`src/design/ufic_pkg.sv`:
```
package ufic_pkg;

    localparam int FIFO_DEPTH = 8;
    localparam int PTR_W      = 3;
    localparam int CNT_W      = 4;
    localparam int WORD_W     = 9;

    localparam logic [2:0] KIND_TX_WRITE = 3'd0;
    localparam logic [2:0] KIND_RX_READ  = 3'd1;
    localparam logic [2:0] KIND_LINE_IN  = 3'd2;
    localparam logic [2:0] KIND_TICK     = 3'd3;
    localparam logic [2:0] KIND_IRQ_CLR  = 3'd4;
    localparam logic [2:0] KIND_IRQ_SET  = 3'd5;

    localparam logic [2:0] CFG_FRAME_MODE = 3'd0;
    localparam logic [2:0] CFG_ODD_PARITY = 3'd1;
    localparam logic [2:0] CFG_RX_FIFO    = 3'd2;
    localparam logic [2:0] CFG_TX_FIFO    = 3'd3;
    localparam logic [2:0] CFG_LOOPBACK   = 3'd4;
    localparam logic [2:0] CFG_RX_ENABLE  = 3'd5;
    localparam logic [2:0] CFG_IRQ_MASK   = 3'd6;
    localparam logic [2:0] CFG_DMA_ENABLE = 3'd7;

    localparam logic [2:0] MODE_ASYNC7P  = 3'd2;
    localparam logic [2:0] MODE_ASYNC8P  = 3'd3;
    localparam logic [2:0] MODE_ASYNC9   = 3'd4;
    localparam logic [2:0] MODE_WAKEUP8  = 3'd5;

    localparam logic [7:0] IRQ_TX  = 8'h01;
    localparam logic [7:0] IRQ_TB  = 8'h02;
    localparam logic [7:0] IRQ_RX  = 8'h04;
    localparam logic [7:0] IRQ_ERR = 8'h08;

    // Command broadcast to every cell of a FIFO row.
    typedef struct packed {
        logic               push;    // store at the tail
        logic               replace; // overwrite the last slot
        logic               pop;     // shift row towards the head
        logic               clear;
        logic [WORD_W-1:0]  word;
        logic [CNT_W-1:0]   fill;    // fill before this event
        logic               deep;    // FIFO enabled
    } fifo_cmd_t;

    function automatic logic [CNT_W-1:0] clamp_level(input logic [5:0] ctl);
        logic [CNT_W-1:0] lv;
        lv = ctl[5:2];
        if (lv > CNT_W'(FIFO_DEPTH)) lv = CNT_W'(FIFO_DEPTH);
        if (lv == '0) lv = CNT_W'(1);
        return lv;
    endfunction

    function automatic logic rx_cond(input logic [5:0] ctl, input logic [CNT_W-1:0] f);
        if (ctl[0] && !ctl[1]) return f >= clamp_level(ctl);
        return f != '0;
    endfunction

    function automatic logic tb_cond(input logic [5:0] ctl, input logic [CNT_W-1:0] f);
        if (ctl[0]) begin
            if (ctl[1]) return f < CNT_W'(FIFO_DEPTH);
            return f <= clamp_level(ctl);
        end
        return f == '0;
    endfunction

    function automatic logic tx_cond(input logic [5:0] ctl, input logic [CNT_W-1:0] f);
        if (ctl[0]) begin
            if (ctl[1]) return 1'b1;
            return f <= clamp_level(ctl);
        end
        return f == '0;
    endfunction

endpackage

```
`src/design/ufic_cell.sv`:
```
module ufic_cell
    import ufic_pkg::*;
(
    input  logic              aclk,
    input  logic [PTR_W-1:0]  pos,
    input  fifo_cmd_t         cmd,
    input  logic [WORD_W-1:0] from_next,
    output logic [WORD_W-1:0] word
);
    // Slot 0 is always the head; a pop moves every word one slot down.
    logic [WORD_W-1:0] word_reg, word_next;
    logic [CNT_W-1:0]  slot, last;

    assign slot = {1'b0, pos};
    assign last = cmd.deep ? CNT_W'(FIFO_DEPTH - 1) : '0;

    always_comb begin
        word_next = word_reg;
        if (cmd.pop) begin
            word_next = from_next;
        end else if (cmd.push && slot == cmd.fill) begin
            word_next = cmd.word;
        end else if (cmd.replace && slot == last) begin
            word_next = cmd.word;
        end
    end

    always_ff @(posedge aclk) begin
        word_reg <= word_next;
    end

    assign word = word_reg;
endmodule

```
`src/design/ufic_fifo.sv`:
```
module ufic_fifo
    import ufic_pkg::*;
(
    input  logic              aclk,
    input  logic              aresetn,
    input  fifo_cmd_t         cmd,
    output logic [WORD_W-1:0] head_word,
    output logic [CNT_W-1:0]  fill
);
    logic [WORD_W-1:0] words [FIFO_DEPTH];
    logic [CNT_W-1:0]  fill_reg, fill_next;

    genvar g;
    generate
        for (g = 0; g < FIFO_DEPTH; g++) begin : g_cell
            ufic_cell u_cell (
                .aclk     (aclk),
                .pos      (PTR_W'(g)),
                .cmd      (cmd),
                .from_next(g == FIFO_DEPTH - 1 ? words[g] : words[(g + 1) % FIFO_DEPTH]),
                .word     (words[g])
            );
        end
    endgenerate

    always_comb begin
        fill_next = fill_reg;
        if (cmd.clear) fill_next = '0;
        else if (cmd.push) fill_next = fill_reg + 1'b1;
        else if (cmd.pop) fill_next = fill_reg - 1'b1;
    end

    always_ff @(posedge aclk) begin
        if (!aresetn) fill_reg <= '0;
        else fill_reg <= fill_next;
    end

    assign head_word = words[0];
    assign fill = fill_reg;
endmodule

```
`src/design/usart_fifo_irq_core.sv`:
```
// Channel   | Dir | Payload (low bit first)
// s_axis    | in  | tdata: data_word[8:0], irq_bits[16:9], dma_tx_hold, dma_rx_hold; tuser: kind
// m_axis    | out | tdata: read_word, rx_count, tx_count, raw_status, masked_status,
//           |     |        overrun_flag, line_valid, line_byte, dma_tx_request, dma_rx_request
// cfg       | in  | cfg_index: register number, cfg_data: value
//
// A new event word is accepted every cycle while the output register is empty or being
// taken in the same cycle. The rate is set by the update of the FIFO cell rows. Reset is
// synchronous and active low; it empties both FIFOs and clears the flags. A stalled output
// holds its result and stalls the input.
module usart_fifo_irq_core
    import ufic_pkg::*;
(
    input  logic        aclk,
    input  logic        aresetn,
    input  logic        s_axis_tvalid,
    output logic        s_axis_tready,
    input  logic [23:0] s_axis_tdata,  // data_word, irq_bits, dma_tx_hold, dma_rx_hold
    input  logic [2:0]  s_axis_tuser,  // kind
    output logic        m_axis_tvalid,
    input  logic        m_axis_tready,
    output logic [47:0] m_axis_tdata,  // read_word, rx_count, tx_count, raw_status,
                                       // masked_status, overrun_flag, line_valid,
                                       // line_byte, dma_tx_request, dma_rx_request
    input  logic        cfg_valid,
    output logic        cfg_ready,
    input  logic [2:0]  cfg_index,
    input  logic [7:0]  cfg_data
);
    logic [2:0] frame_mode_reg;
    logic       odd_parity_reg, loopback_reg, rx_enable_reg;
    logic [5:0] rx_ctl_reg, tx_ctl_reg;
    logic [7:0] irq_mask_reg;
    logic [1:0] dma_en_reg;

    logic [WORD_W-1:0] holding_reg, holding_next;
    logic              sending_reg, sending_next;
    logic [7:0]        raw_reg, raw_next;
    logic              overrun_reg, overrun_next;

    logic        out_valid_reg;
    logic [47:0] out_data_reg, out_data_next;

    fifo_cmd_t         tx_cmd, rx_cmd;
    logic [WORD_W-1:0] tx_head, rx_head;
    logic [CNT_W-1:0]  tx_fill, rx_fill;

    logic        accept, cfg_we;
    logic [2:0]  kind;
    logic [8:0]  data;
    logic [7:0]  bits;

    assign s_axis_tready = !out_valid_reg || m_axis_tready;
    assign accept = s_axis_tvalid && s_axis_tready;
    assign cfg_ready = 1'b1;
    assign cfg_we = cfg_valid;
    assign kind = s_axis_tuser;
    assign data = s_axis_tdata[8:0];
    assign bits = s_axis_tdata[16:9];

    ufic_fifo u_tx (.aclk(aclk), .aresetn(aresetn), .cmd(tx_cmd), .head_word(tx_head),
                    .fill(tx_fill));
    ufic_fifo u_rx (.aclk(aclk), .aresetn(aresetn), .cmd(rx_cmd), .head_word(rx_head),
                    .fill(rx_fill));

    always_comb begin
        logic [CNT_W-1:0]  txf, rxf, txcap, rxcap;
        logic [WORD_W-1:0] rd, frame, rx_word;
        logic              lv, got, rx_in;
        logic [7:0]        lb;

        holding_next = holding_reg;
        sending_next = sending_reg;
        raw_next     = raw_reg;
        overrun_next = overrun_reg;
        tx_cmd = '0;
        rx_cmd = '0;
        tx_cmd.fill = tx_fill;
        tx_cmd.deep = tx_ctl_reg[0];
        rx_cmd.fill = rx_fill;
        rx_cmd.deep = rx_ctl_reg[0];
        txf = tx_fill;
        rxf = rx_fill;
        txcap = tx_ctl_reg[0] ? CNT_W'(FIFO_DEPTH) : CNT_W'(1);
        rxcap = rx_ctl_reg[0] ? CNT_W'(FIFO_DEPTH) : CNT_W'(1);
        rd = '0;
        lv = 1'b0;
        lb = '0;
        got = 1'b0;
        rx_in = 1'b0;
        rx_word = {1'b0, data[7:0]};
        frame = {1'b0, holding_reg[7:0]};

        case (frame_mode_reg)
            MODE_ASYNC7P: frame = {1'b0, ^holding_reg[6:0] ^ odd_parity_reg,
                                   holding_reg[6:0]};
            MODE_ASYNC8P: frame = {^holding_reg[7:0] ^ odd_parity_reg, holding_reg[7:0]};
            MODE_ASYNC9, MODE_WAKEUP8: frame = holding_reg;
            default: frame = {1'b0, holding_reg[7:0]};
        endcase

        if (accept) begin
            case (kind)
                KIND_TX_WRITE: begin
                    tx_cmd.word = data;
                    if (tx_fill >= txcap) begin
                        tx_cmd.replace = 1'b1;
                        if (tx_ctl_reg[0]) begin
                            overrun_next = 1'b1;
                            raw_next = raw_next | IRQ_ERR;
                        end
                    end else if (sending_reg) begin
                        tx_cmd.push = 1'b1;
                        txf = tx_fill + 1'b1;
                        if (tb_cond(tx_ctl_reg, txf)) raw_next = raw_next | IRQ_TB;
                    end else begin
                        // Written straight through into the holding word.
                        holding_next = data;
                        sending_next = 1'b1;
                        if (tb_cond(tx_ctl_reg, txf)) raw_next = raw_next | IRQ_TB;
                    end
                end
                KIND_RX_READ: begin
                    if (rx_fill != '0) begin
                        rd = rx_head;
                        rx_cmd.pop = 1'b1;
                        rxf = rx_fill - 1'b1;
                        if (rx_ctl_reg[1] && rxf != '0) raw_next = raw_next | IRQ_RX;
                    end else begin
                        raw_next = raw_next | IRQ_ERR;
                    end
                end
                KIND_LINE_IN: begin
                    rx_in = 1'b1;
                    got = 1'b1;
                end
                KIND_TICK: begin
                    if (sending_reg) begin
                        sending_next = 1'b0;
                        lv = 1'b1;
                        lb = holding_reg[7:0];
                        if (loopback_reg && rx_enable_reg &&
                            !(frame_mode_reg == MODE_WAKEUP8 && !frame[8])) begin
                            rx_in = 1'b1;
                            rx_word = frame;
                            got = 1'b1;
                        end
                        if (tb_cond(tx_ctl_reg, tx_fill)) raw_next = raw_next | IRQ_TB;
                        if (tx_cond(tx_ctl_reg, tx_fill)) raw_next = raw_next | IRQ_TX;
                        if (tx_fill != '0) begin
                            holding_next = tx_head;
                            tx_cmd.pop = 1'b1;
                            txf = tx_fill - 1'b1;
                            sending_next = 1'b1;
                            if (tb_cond(tx_ctl_reg, txf)) raw_next = raw_next | IRQ_TB;
                        end
                    end
                end
                KIND_IRQ_CLR: raw_next = raw_next & ~bits;
                KIND_IRQ_SET: raw_next = raw_next | bits;
                default: ;
            endcase
            if (rx_in) begin
                rx_cmd.word = rx_word;
                if (rx_fill >= rxcap) begin
                    rx_cmd.replace = 1'b1;
                    overrun_next = 1'b1;
                    raw_next = raw_next | IRQ_RX | IRQ_ERR;
                end else begin
                    rx_cmd.push = 1'b1;
                    rxf = rx_fill + 1'b1;
                end
                if (got && rx_cond(rx_ctl_reg, rxf)) raw_next = raw_next | IRQ_RX;
            end
        end

        if (cfg_we && cfg_index == CFG_RX_FIFO && (cfg_data[0] ^ rx_ctl_reg[0]))
            rx_cmd.clear = 1'b1;
        if (cfg_we && cfg_index == CFG_TX_FIFO && (cfg_data[0] ^ tx_ctl_reg[0]))
            tx_cmd.clear = 1'b1;

        out_data_next = {
            3'b000,
            ~s_axis_tdata[18] & dma_en_reg[1] & rx_cond(rx_ctl_reg, rxf),
            ~s_axis_tdata[17] & dma_en_reg[0] & (txf == '0),
            lb, lv, overrun_next, raw_next & irq_mask_reg, raw_next, txf, rxf, rd};
    end

    always_ff @(posedge aclk) begin
        if (!aresetn) begin
            frame_mode_reg <= '0;
            odd_parity_reg <= 1'b0;
            rx_ctl_reg     <= 6'd4;
            tx_ctl_reg     <= 6'd4;
            loopback_reg   <= 1'b0;
            rx_enable_reg  <= 1'b0;
            irq_mask_reg   <= '0;
            dma_en_reg     <= '0;
            holding_reg    <= '0;
            sending_reg    <= 1'b0;
            raw_reg        <= '0;
            overrun_reg    <= 1'b0;
            out_valid_reg  <= 1'b0;
        end else begin
            holding_reg <= holding_next;
            sending_reg <= sending_next;
            raw_reg     <= raw_next;
            overrun_reg <= overrun_next;
            if (accept) out_valid_reg <= 1'b1;
            else if (m_axis_tready) out_valid_reg <= 1'b0;
            if (cfg_we) begin
                case (cfg_index)
                    CFG_FRAME_MODE: frame_mode_reg <= cfg_data[2:0];
                    CFG_ODD_PARITY: odd_parity_reg <= cfg_data[0];
                    CFG_RX_FIFO:    rx_ctl_reg     <= cfg_data[5:0];
                    CFG_TX_FIFO:    tx_ctl_reg     <= cfg_data[5:0];
                    CFG_LOOPBACK:   loopback_reg   <= cfg_data[0];
                    CFG_RX_ENABLE:  rx_enable_reg  <= cfg_data[0];
                    CFG_IRQ_MASK:   irq_mask_reg   <= cfg_data;
                    CFG_DMA_ENABLE: dma_en_reg     <= cfg_data[1:0];
                    default: ;
                endcase
            end
        end
    end

    always_ff @(posedge aclk) begin
        if (accept) out_data_reg <= out_data_next;
    end

    assign m_axis_tvalid = out_valid_reg;
    assign m_axis_tdata  = out_data_reg;
endmodule
```
`config.mk`:
```
export PLATFORM = sky130hd
export DESIGN_NAME = usart_fifo_irq_core
export DESIGN_NICKNAME = d
export VERILOG_FILES = /design/src/design/ufic_pkg.sv /design/src/design/ufic_cell.sv /design/src/design/ufic_fifo.sv /design/src/design/usart_fifo_irq_core.sv
export SDC_FILE = /design/constraint.sdc
export NUM_CORES = 1
export LEC_CHECK = 0
export ABC_AREA = 1
export BUFFER_PORTS_ARGS = -buffer_cell sky130_fd_sc_hd__buf_2
export CORE_MARGIN = 4
export CORE_UTILIZATION = 25
export CTS_CLUSTER_SIZE = 40
export DETAILED_ROUTE_END_ITERATION = 8
export SLEW_MARGIN = 20
export SYNTH_ARGS = -nofsm -noshare
export SYNTH_HDL_FRONTEND = slang
export SYNTH_HIERARCHICAL = 1
export SYNTH_SLANG_ARGS = --single-unit
```
`constraint.sdc`:
```
create_clock -name aclk -period 6.7 [get_ports aclk]
set_input_delay 0.67 -clock aclk [delete_from_list [all_inputs] [get_ports aclk]]
set_output_delay 0.67 -clock aclk [all_outputs]
set_load 0.01 [all_outputs]
```
# Yosys cells after proc, flatten, opt, wreduce, memory -nomap -nowiden
# Index checks and enable logic that the tools add are counted.
[word_totals]
input_bits = 43
reg_bits = 245
mem_count = 0
ramBits = 0
mem_bits_ro = 0
out_inout_bits = 51
latch_bits = 0
elab_cells = 489
[classes]
div_mod_pow = 0
n_reduce_logical = 107
n_shift = 0
multipliers = 0
eq_ne = 48
muxes = 265
bitwise = 17
addsub = 4
magnitude_cmp = 13
[ops]
columns = ["cell", "n"]
rows = [
  ["two-way mux 9 bit", 57],
  ["two-way mux 4 bit", 84],
  ["two-way mux 1 bit", 102],
  ["equality test 3 x 4 -> 1 bit (first input constant)", 16],
  ["zero test 4 bit", 13],
  ["logical AND 1 bit", 43],
  ["nonzero test 3 bit", 14],
  ["one-hot mux 8 bit (5 select lines)", 1],
  ["equality test 2 x 4 -> 1 bit (first input constant)", 8],
  ["one-hot mux 9 bit (3 select lines)", 1],
  ["equality test 3 bit (second input constant)", 8],
  ["AND reduction 2 bit", 12],
  ["nonzero test 4 bit", 5],
  ["equality test 3 x 2 -> 1 bit (second input constant)", 6],
  ["two-way mux 2 bit", 9],
  ["two-way mux 3 bit", 6],
  ["one-hot mux 9 bit (2 select lines)", 1],
  ["bitwise AND 8 bit", 2],
  ["equality test 1 x 4 -> 1 bit (first input constant)", 4],
  [">= comparator 4 bit", 4],
  ["less-or-equal comparator 4 bit", 4],
  ["less-than comparator 4 bit (second input constant)", 3],
  ["nonzero test 2 bit", 6],
  ["adder 4 x 1 -> 4 bit (second input constant)", 2],
  ["20 further kinds", 43],
]

# Longest topological paths before layout
# Gate-level depths: netlist (run 1).
[depth]
depth_word = 37
depth_mapped = 20
depth_no_buf = 20

# By module
# The synthesis (run 1) kept the hierarchy.
[modules_own_cells]
columns = ["mod", "n_inst", "cells_each", "seq_area_each_um2", "area_per_inst_um2"]
rows = [
  ["ufic_cell", 16, 63, 270.3, 486.7],
  ["usart_fifo_irq_core", 1, 752, 2312.2, 5532.8],
  ["ufic_fifo", 2, 38, 80.1, 272.8],
]

# Worst setup path after synthesis (run 1)
# Ideal clock, no wire load.
[synth_timing]
path_type = "in2reg"
startpoint = "in m_axis_tready"
endpoint = "reg u_tx.g_cell[0].u_cell.word_reg[0], data pin"
t_arrival_ns = 3.296
required_time_ns = 6.570
slack_ns = 3.275
stages = 8
n_path_buf = 2
cell_sequence = "inv_1 > a21oi_4 > clkbuf_1 > clkbuf_1 > nand2_1 > nor2_1 > nand2_1 > nand2_1"
[synth_lines]
columns = ["item", "line_no", "rtl"]
rows = [
  ["start: declaration", "usart_fifo_irq_core.sv:21", "input logic m_axis_tready,"],
  ["end signal: assignment", "ufic_cell.sv:29", "word_reg <= word_next;"],
  ["end: declaration", "ufic_cell.sv:11", "logic [WORD_W-1:0] word_reg, word_next;"],
]

==> flow_summary.ini, run 1 <==
[logic_synthesis]
avgSynthCellArea_um2 = 7.55
yosysUniqueCellTypes = 45
yosysMostFrequentCell = nand2_1
synth_xor_area_share_pct = 1.14
synthAdderAreaFrac_pct = 3.27
synth_compound_area_share_pct = 7.38
yosysTopAreaCellShare_pct = 40.9
ys_seq_area_share_pct = 49.0
synth_cells = 1836
synth-edff-count = 189
syn_area_um2 = 13900
netlist_top_cells_count = 787 x nand2_1, 216 x inv_1, 189 x edfxtp_1
netlist_top_cells_area = edfxtp_1 41%, nand2_1 21%, dfxtp_1 8.1%, inv_1 5.8%, nor2_1 4.7%
synth_mux_area_share_pct = 0
synth-simple-area-share_pct = 30.7
ys_ff_latch = 245
yosysWarnings = 6
ys.flop_type = edfxtp_1
yosys.area.top_type = edfxtp_1
synthArstFlopShare_pct = 0
synth_top_family_by_area = simple AND/OR/NAND/NOR gates

[sta]
slew_headroom_pct = 36.7
min_period_ns = 4.12
setup_viol = 0
final_hold_viol_count = 0
clock-skew-final_ns = 0.0153
fin_tns_setup_ns = 0
rsz0062_at_grt = no
slew_viol_final = 0
timing.fmax_mhz = 243
finalCritPeriodShare_pct = 61.5
tightest_slew_ns = 0.948

[cts]
clock_sinks = 245
cts_max_level = 1
numCtsBuffers = 28
cts_tree = done
clk-insertion-delay-late_ns = 0.55
cts_root_buffer = clkbuf_16
clock_path_buffers = 3
ctsHoldBuffers = 0
clk_pin_slew_ns = 0.06
cts_resized = 0
cts_setup_buffers = 0

[job]
cap_violations = 0

[critical_path]
end_kind = flip-flop
critical_path_buf_inv_count = 3
worst-path-stages = 8
start_kind = flip-flop
crit_path_cell_trace = inv_1, ha_1, nand3_1, nand2_1, nor2_4, buf_4, inv_2, nand3_2
crit_slowest_cell = nor2_4
critPathRequiredTime_ns = 6.93
slowest_delay_ns = 0.86
r2r-start = u_rx/fill[0]$_SDFFE_PP0P_
r2r-end = u_rx/g_cell[3].u_cell/word[8]$_DFFE_PP_
worstPathMaxFanout = 42
rrSetupSlack_ns = 2.58
worstPathArrival_ns = 4.34
crit_start = u_rx/fill[0]$_SDFFE_PP0P_
crit_family = simple AND/OR/NAND/NOR gates
crit_end = u_rx/g_cell[3].u_cell/word[8]$_DFFE_PP_
crit_type = flip-flop to flip-flop
worstRegToRegCells = 8

[routing]
vias = 11174
postRouteAntennaNets = 0
drt_iter0_markers = 564
routedWlPerCell_um = 10.8
viasPerCell = 3.88
dr.pass1.iters = 5
finalWirelength_mm = 31.2
drc = 0

[finish]
drive_above_1_share_pct = 8.78
fin_nets = 2188
area_delta_synth_final_pct = 19.7
final_core_util_pct = 30.2
final_cell_count_no_fill = 2881
final_cell_area_um2 = 16600

[grt]
grt_pass1_wl_mm = 52.2
grt.total_usage_pct = 10.5
antenna_found_initial = 3
grt_max_degree = 66
grt-ovfl-total = 0
first_global_vias = 10569

[pwr]
p_leak_nw = 7.85
power_switching_mw = 0.874
pwr-share-clk_pct = 40.7
switching_share_pct = 25.3
ir_drop_v = 0.000123
power.density_nw_per_um2 = 208
intPower_mw = 2.58
pwr-share-comb_pct = 10.3
seqPwrFrac_pct = 49.0

[floorplan]
num_io_pins = 94
rows = 86
die_y_um = 244
fp.dieW_um = 244
initial_core_util_pct = 25.2
dieArea_um2 = 59300
coreArea_um2 = 55000

[placed_design]
dp_cells = 2828
gp_congestion = 0.788
place_area_um2 = 15800
dp_hpwl_mm = 23.1
io_buffers = 84

[run_status]
outcome = complete, no violations

[hold_path]
hp-class = primary input to flip-flop
-- power by group through the flow --
stage          registers (mW)  clock network, mW  logic, mW
4_1_cts                  1.69               1.46      0.355
5_1_grt                  1.70               1.52      0.416
6_report                 1.69               1.41      0.355
3_5_place_dp             1.73                  0      0.353
2_1_floorplan            1.73                  0      0.247
3_3_place_gp             1.73                  0      0.349
-- layout make-up --
| class | count | area [um2] |
|---|---|---|
| Sequential cell | 245 | 6800 |
| Multi-Input combinational cell | 1501 | 6640 |
| Fill cell | 5913 | 38400 |
| Antenna cell | 3 | 7.51 |
| Tap cell | 748 | 936 |
| Clock buffer | 38 | 759 |
| Clock inverter | 12 | 71.3 |
| Inverter | 241 | 906 |
| Timing Repair Buffer | 93 | 488 |
-- how the worst min path moves through the flow --
stage | startpoint | endpoint | slack (ns) | cells after the start
4_1_cts | cfg_data[3] | tx_ctl_reg[3]$_SDFFE_PN0P_ | 0.38 | 3
3_3_place_gp | irq_mask_reg[5]$_SDFFE_PN0P_ | irq_mask_reg[5]$_SDFFE_PN0P_ | 0.45 | 2
3_5_place_dp | irq_mask_reg[2]$_SDFFE_PN0P_ | irq_mask_reg[2]$_SDFFE_PN0P_ | 0.45 | 2
5_1_grt | cfg_data[3] | rx_ctl_reg[3]$_SDFFE_PN0P_ | 0.39 | 3
2_1_floorplan | irq_mask_reg[4]$_SDFFE_PN0P_ | irq_mask_reg[4]$_SDFFE_PN0P_ | 0.43 | 2
6_report | cfg_data[3] | tx_ctl_reg[3]$_SDFFE_PN0P_ | 0.41 | 3
-- layout by cell type, fill, tap and decap left out, types with 5 or more instances in the layout --
master,count
nor2_1,171
o21ai_0,91
buf_4,9
edfxtp_1,189
a21oi_1,72
nand2_2,5
dfxtp_1,56
clkbuf_1,9
xnor2_1,8
clkinv_1,9
ha_1,33
buf_2,84
clkbuf_16,29
xor2_1,10
nand3_1,58
conb_1,196
nand4_1,6
o21ai_1,5
inv_2,21
nand2_1,787
inv_1,215
nand3_2,21
-- cells by family (layout without fill, tap and decap cells) --
kind of cell	count (synthesis)	in the layout
compound gates	190	190
xor+xnor	18	18
fa+ha+maj	35	35
buf+inv	280	384
flops	245	245
other cells	6	199
simple gates	1062	1062
-- routing by layer --
metal  part of all wire, %  global-route usage, %
met4                   1.7                   2.60
met5                     0                      0
met1                    46                   13.3
met3                   3.4                   1.64
met2                    48                   18.9
-- per-stage QoR --
step	power, mW	worst slack (ns)	hold WS [ns]
6_report	3.45	2.58	0.410
3_3_place_gp	2.07	2.09	0.446
3_5_place_dp	2.08	2.00	0.452
5_1_grt	3.64	2.19	0.392
2_1_floorplan	1.98	3.27	0.429
4_1_cts	3.51	2.49	0.380
-- worst min-delay path: stages --
cell and delay [ns]:
buf_2 0.11, nor2_1 0.05, nor2_1 0.08
(Power assumes the default switching activity.)
==> inputs of run 2 (changes only) <==
==> constraint.sdc (replaced) <==
create_clock -name aclk -period 4.1 [get_ports aclk]
set_input_delay 0.41 -clock aclk [delete_from_list [all_inputs] [get_ports aclk]]
set_output_delay 0.41 -clock aclk [all_outputs]
set_load 0.01 [all_outputs]
==> run 2 against run 1 <==
  * Fmax increased by 32%
  * Cell area increased by 1.4%
  * Hold slack got worse by 0.27 ns
  * Critical endpoint is now m_axis_tdata[44]$_DFFE_PP_
  * Critical path type unchanged
  * Sequential cell count unchanged
  * Core utilization increased by 0.42 points
  * Final cell count increased by 0.76%
==> flow_summary.ini, run 2 (synthesized netlist as in run 1, its figures left out) <==
[sta]
fin_tns_setup_ns = 0
final_hold_viol_count = 0
slew_headroom_pct = 35.2
slew_viol_final = 0
setup_viol = 0
finalCritPeriodShare_pct = 76.2
timing.fmax_mhz = 320
min_period_ns = 3.12
clock-skew-final_ns = 0.0126
rsz0062_at_grt = no
postLayoutSetupSlackWorst_ns = 0.976
tightest_slew_ns = 0.970

[critical_path]
end_kind = flip-flop
worstPathArrival_ns = 3.42
crit_type = flip-flop to flip-flop
start_kind = flip-flop
worstPathMaxFanout = 7
critPathRequiredTime_ns = 4.40

[placed_design]
io_buffers = 84
pre_cts_ws_ns = 0.987
gp_congestion = 0.804
dp_hpwl_mm = 23.6
place_area_um2 = 15900

[pwr]
power_switching_mw = 1.43
p_leak_nw = 7.99
ir_drop_v = 0.000260
pwr-share-clk_pct = 42.4
pwr-share-comb_pct = 10.3
switching_share_pct = 24.5
intPower_mw = 4.39
seqPwrFrac_pct = 47.3
power.density_nw_per_um2 = 346

[floorplan]
die_y_um = 244
num_io_pins = 94
coreArea_um2 = 55000
dieArea_um2 = 59300
fp.dieW_um = 244
rows = 86
initial_core_util_pct = 25.2

[cts]
cts_resized = 0
clock_path_buffers = 3
cts_max_level = 1
cts_setup_buffers = 0
clk-insertion-delay-late_ns = 0.55
clk_pin_slew_ns = 0.06
cts_root_buffer = clkbuf_16
numCtsBuffers = 29
cts_tree = done
clock_sinks = 245
ctsHoldBuffers = 0

[job]
cap_violations = 0

[grt]
first_global_vias = 10462
grt-ovfl-total = 0
grt_pass1_wl_mm = 51.8
grt_max_degree = 41
grt.total_usage_pct = 10.5
antenna_found_initial = 3

[routing]
drc = 0
postRouteAntennaNets = 0
viasPerCell = 3.88
drt_iter0_markers = 552
vias = 11254
dr.pass1.iters = 8
routedWlPerCell_um = 10.8
finalWirelength_mm = 31.3

[finish]
final_common_cell = nand2_1
fin_nets = 2208
final_cell_area_um2 = 16800
drive_above_1_share_pct = 9.67
num-fill-cells = 5924
most-common-layout-cells = 787 x nand2_1, 215 x inv_1, 196 x conb_1
area_delta_synth_final_pct = 21.4

[run_status]
outcome = complete, no violations

[hold_path]
hp-class = primary input to flip-flop
## run 2: worst paths after layout
kind	start	endpoint	slack [ns]	cells after the start
setup / recovery	u_rx/fill[3]$_SDFFE_PP0P_	m_axis_tdata[44]$_DFFE_PP_	0.98	16
hold / removal	cfg_data[3]	rx_ctl_reg[3]$_SDFFE_PN0P_	0.14	3
setup reg to reg	u_rx/fill[3]$_SDFFE_PP0P_	m_axis_tdata[44]$_DFFE_PP_	0.98	16
hold reg to reg	irq_mask_reg[0]$_SDFFE_PN0P_	irq_mask_reg[0]$_SDFFE_PN0P_	0.45	2
## run 2: per-stage QoR
| step | util, % | total power [mW] | hold WS [ns] | cells |
|---|---|---|---|---|
| floorplan | - | 3.23 | 0.429 | 2026 |
| global placement | 28.9 | 3.40 | 0.443 | 2847 |
| global route | 30.6 | 6.12 | 0.137 | 2902 |
| CTS | 30.6 | 5.91 | 0.117 | 2900 |
| finish | 30.6 | 5.82 | 0.142 | 2903 |
| detailed placement | 28.9 | 3.40 | 0.449 | 2847 |
## run 2: cell type report
class | count | area, um2 | share of cell area, %
clock inverters | 12 | 116 | 0.691
well taps | 748 | 936 | 5.56
flip-flops and latches | 245 | 6800 | 40.4
inverters | 241 | 905 | 5.37
multi-input cells | 1501 | 6640 | 39.4
repair buffers | 112 | 643 | 3.82
diodes | 3 | 7.51 | 0.0446
clock buffers | 41 | 792 | 4.71
## run 2: metal layers
metal | up-vias | global-route usage, % | share of wire (%)
met5 | - | 0 | 0
met4 | 0 | 2.99 | 2.6
met3 | 50 | 1.92 | 4.2
met2 | 170 | 18.5 | 48
met1 | 4838 | 13.1 | 45
li1 | 6196 | - | -
## run 2: critical path, cell delays in order (launching register included)
cell      delay, ns
dfxtp_1        0.50
ha_1           0.31
a21oi_1        0.19
nand3_1        0.27
inv_1          0.22
nand2_1        0.07
nand2_1        0.13
nand2_1        0.06
nand3_1        0.06
nand2_1        0.11
ha_1           0.30
o21a_1         0.18
o21a_1         0.16
o21ai_0        0.13
nand2_1        0.06
nand3b_1       0.07
nor2_1         0.05
## run 2: power groups by stage
stage	sequential (mW)	clock, mW	combinational, mW
floorplan	2.83	0	0.403
global placement	2.81	0	0.592
detailed placement	2.81	0	0.597
CTS	2.76	2.55	0.600
global route	2.76	2.66	0.706
finish	2.76	2.47	0.598
==> inputs of run 3 (changes only) <==
==> constraint.sdc (replaced) <==
create_clock -name aclk -period 3.2 [get_ports aclk]
set_input_delay 0.32 -clock aclk [delete_from_list [all_inputs] [get_ports aclk]]
set_output_delay 0.32 -clock aclk [all_outputs]
set_load 0.01 [all_outputs]
==> run 3 against run 2 <==
  * Cell area increased by 0.69%
  * First-iteration DRC count rose by 17%
  * Count of clock-buffer cells in the layout shrank 4
  * Routed wire length grew 1.6%
==> flow_summary.ini, run 3 (synthesized netlist as in run 1, its figures left out) <==
[cts]
clk_pin_slew_ns = 0.06
numCtsBuffers = 28
clk-insertion-delay-late_ns = 0.55
cts_root_buffer = clkbuf_16
clock_sinks = 245
clock_path_buffers = 3
cts_max_level = 1
cts_tree = done
cts_setup_buffers = 0

[floorplan]
dieArea_um2 = 59300
fp.dieW_um = 244
num_io_pins = 94
coreArea_um2 = 55000
rows = 86
die_y_um = 244
initial_core_util_pct = 25.2

[finish]
drive_above_1_share_pct = 10.3
most-common-layout-cells = 787 x nand2_1, 215 x inv_1, 196 x conb_1
final_core_util_pct = 30.8
fin_nets = 2221
area_delta_synth_final_pct = 22.2
num-fill-cells = 5881
final_common_cell = nand2_1
final_cell_area_um2 = 16900

[job]
cap_violations = 0

[sta]
final_hold_viol_count = 0
min_period_ns = 2.89
slew_viol_final = 0
timing.fmax_mhz = 346
fin_tns_setup_ns = 0
slew_headroom_pct = 46.2
finalCritPeriodShare_pct = 90.3
rsz0062_at_grt = no
setup_viol = 0
clock-skew-final_ns = 0.0158
tightest_slew_ns = 0.807

[placed_design]
dp_hpwl_mm = 24.0
gp_congestion = 0.825
place_area_um2 = 16000
io_buffers = 84

[routing]
finalWirelength_mm = 31.8
drt_iter0_markers = 645
dr.pass1.iters = 5
routedWlPerCell_um = 10.9
drc = 0
postRouteAntennaNets = 0
viasPerCell = 3.86
vias = 11243

[grt]
antenna_found_initial = 3
grt_pass1_wl_mm = 53.5
grt.total_usage_pct = 10.8
grt_max_degree = 42
first_global_vias = 10766
grt-ovfl-total = 0

[critical_path]
crit_slowest_cell = dfxtp_1
start_kind = flip-flop
critPathRequiredTime_ns = 3.50
crit_path_cell_trace = inv_1, ha_1, a21oi_1, nand3_2, inv_1, nand2_1, nand2_1, nand2_1, nand3_1, nand2_1, ha_1, o21a_1, o21a_1, o21ai_0, nand2_1, nand3b_1, nor2_1
worstPathMaxFanout = 7
end_kind = flip-flop
crit_type = flip-flop to flip-flop
crit_path_frequent_cell = nand2_1
worstPathArrival_ns = 3.19
slowest_delay_ns = 0.33

[pwr]
power_switching_mw = 1.86
pwr-share-comb_pct = 10.3
switching_share_pct = 24.8
total_power_mw = 7.53
intPower_mw = 5.66
ir_drop_v = 0.000287
p_leak_nw = 8.08
seqPwrFrac_pct = 46.9
pwr-share-clk_pct = 42.8
power.density_nw_per_um2 = 444

[run_status]
outcome = complete, no violations

[hold_path]
hp-class = primary input to flip-flop
-- run 3: worst max-delay path, delay by kind of cell, from the launching register on --
kind / cells / cell delay, ns
buffers and inverters: 2 / 0.25
AO/OA/AOI/OAI: 4 / 0.68
adder cells (fa/ha/maj): 2 / 0.61
flip-flops: 1 / 0.33
AND/OR/NAND/NOR: 9 / 0.80
-- run 3: metrics by stage --
| stage | hold slack [ns] | setup WS (ns) | cells |
|---|---|---|---|
| finish | 0.0481 | 0.312 | 2916 |
| global route | 0.0420 | 0.0246 | 2915 |
| CTS | 0.0156 | 0.248 | 2913 |
| detailed placement | 0.448 | 0.0926 | 2861 |
| global placement | 0.447 | 0.107 | 2861 |
| floorplan | 0.429 | 0.108 | 2026 |
-- run 3: power by group through the flow --
stage               clock [mW]  combinational, mW  sequential [mW]
floorplan                    0              0.517             3.62
global placement             0              0.761             3.60
detailed placement           0              0.767             3.60
CTS                       3.34              0.772             3.53
global route              3.47              0.908             3.54
finish                    3.22              0.774             3.53
-- run 3: area by class of cell --
cell class / count / area (um2) / area share, %
Sequential cell: 245 / 6800 / 40.1
Multi-Input combinational cell: 1501 / 6640 / 39.2
Tap cell: 748 / 936 / 5.52
Inverter: 241 / 905 / 5.34
Clock buffer: 37 / 756 / 4.46
Timing Repair Buffer: 126 / 748 / 4.41
Clock inverter: 15 / 159 / 0.938
Antenna cell: 3 / 7.51 / 0.0443
-- run 3: path summary, 6_finish.rpt --
kind	from	endpoint	slack [ns]	cells past startpoint
max	rx_ctl_reg[0]$_SDFFE_PN0P_	m_axis_tdata[44]$_DFFE_PP_	0.31	17
min	cfg_data[3]	rx_ctl_reg[3]$_SDFFE_PN0P_	0.05	3
max reg2reg	rx_ctl_reg[0]$_SDFFE_PN0P_	m_axis_tdata[44]$_DFFE_PP_	0.31	17
min reg2reg	irq_mask_reg[2]$_SDFFE_PN0P_	irq_mask_reg[2]$_SDFFE_PN0P_	0.45	2
-- run 3: layer usage --
metal,routed length [um],vias up,track usage (%)
met2,15100,162,19.2
met5,0,-,0
met4,733,0,2.80
met1,14700,4808,13.7
met3,1300,41,1.82
li1,-,6232,-
-- run 3: what timing repair did --
action / in CTS / in global routing
hold buffers: 0 / 0
gates resized for setup: 0 / 1
endpoints found under the setup margin: 0 / 3
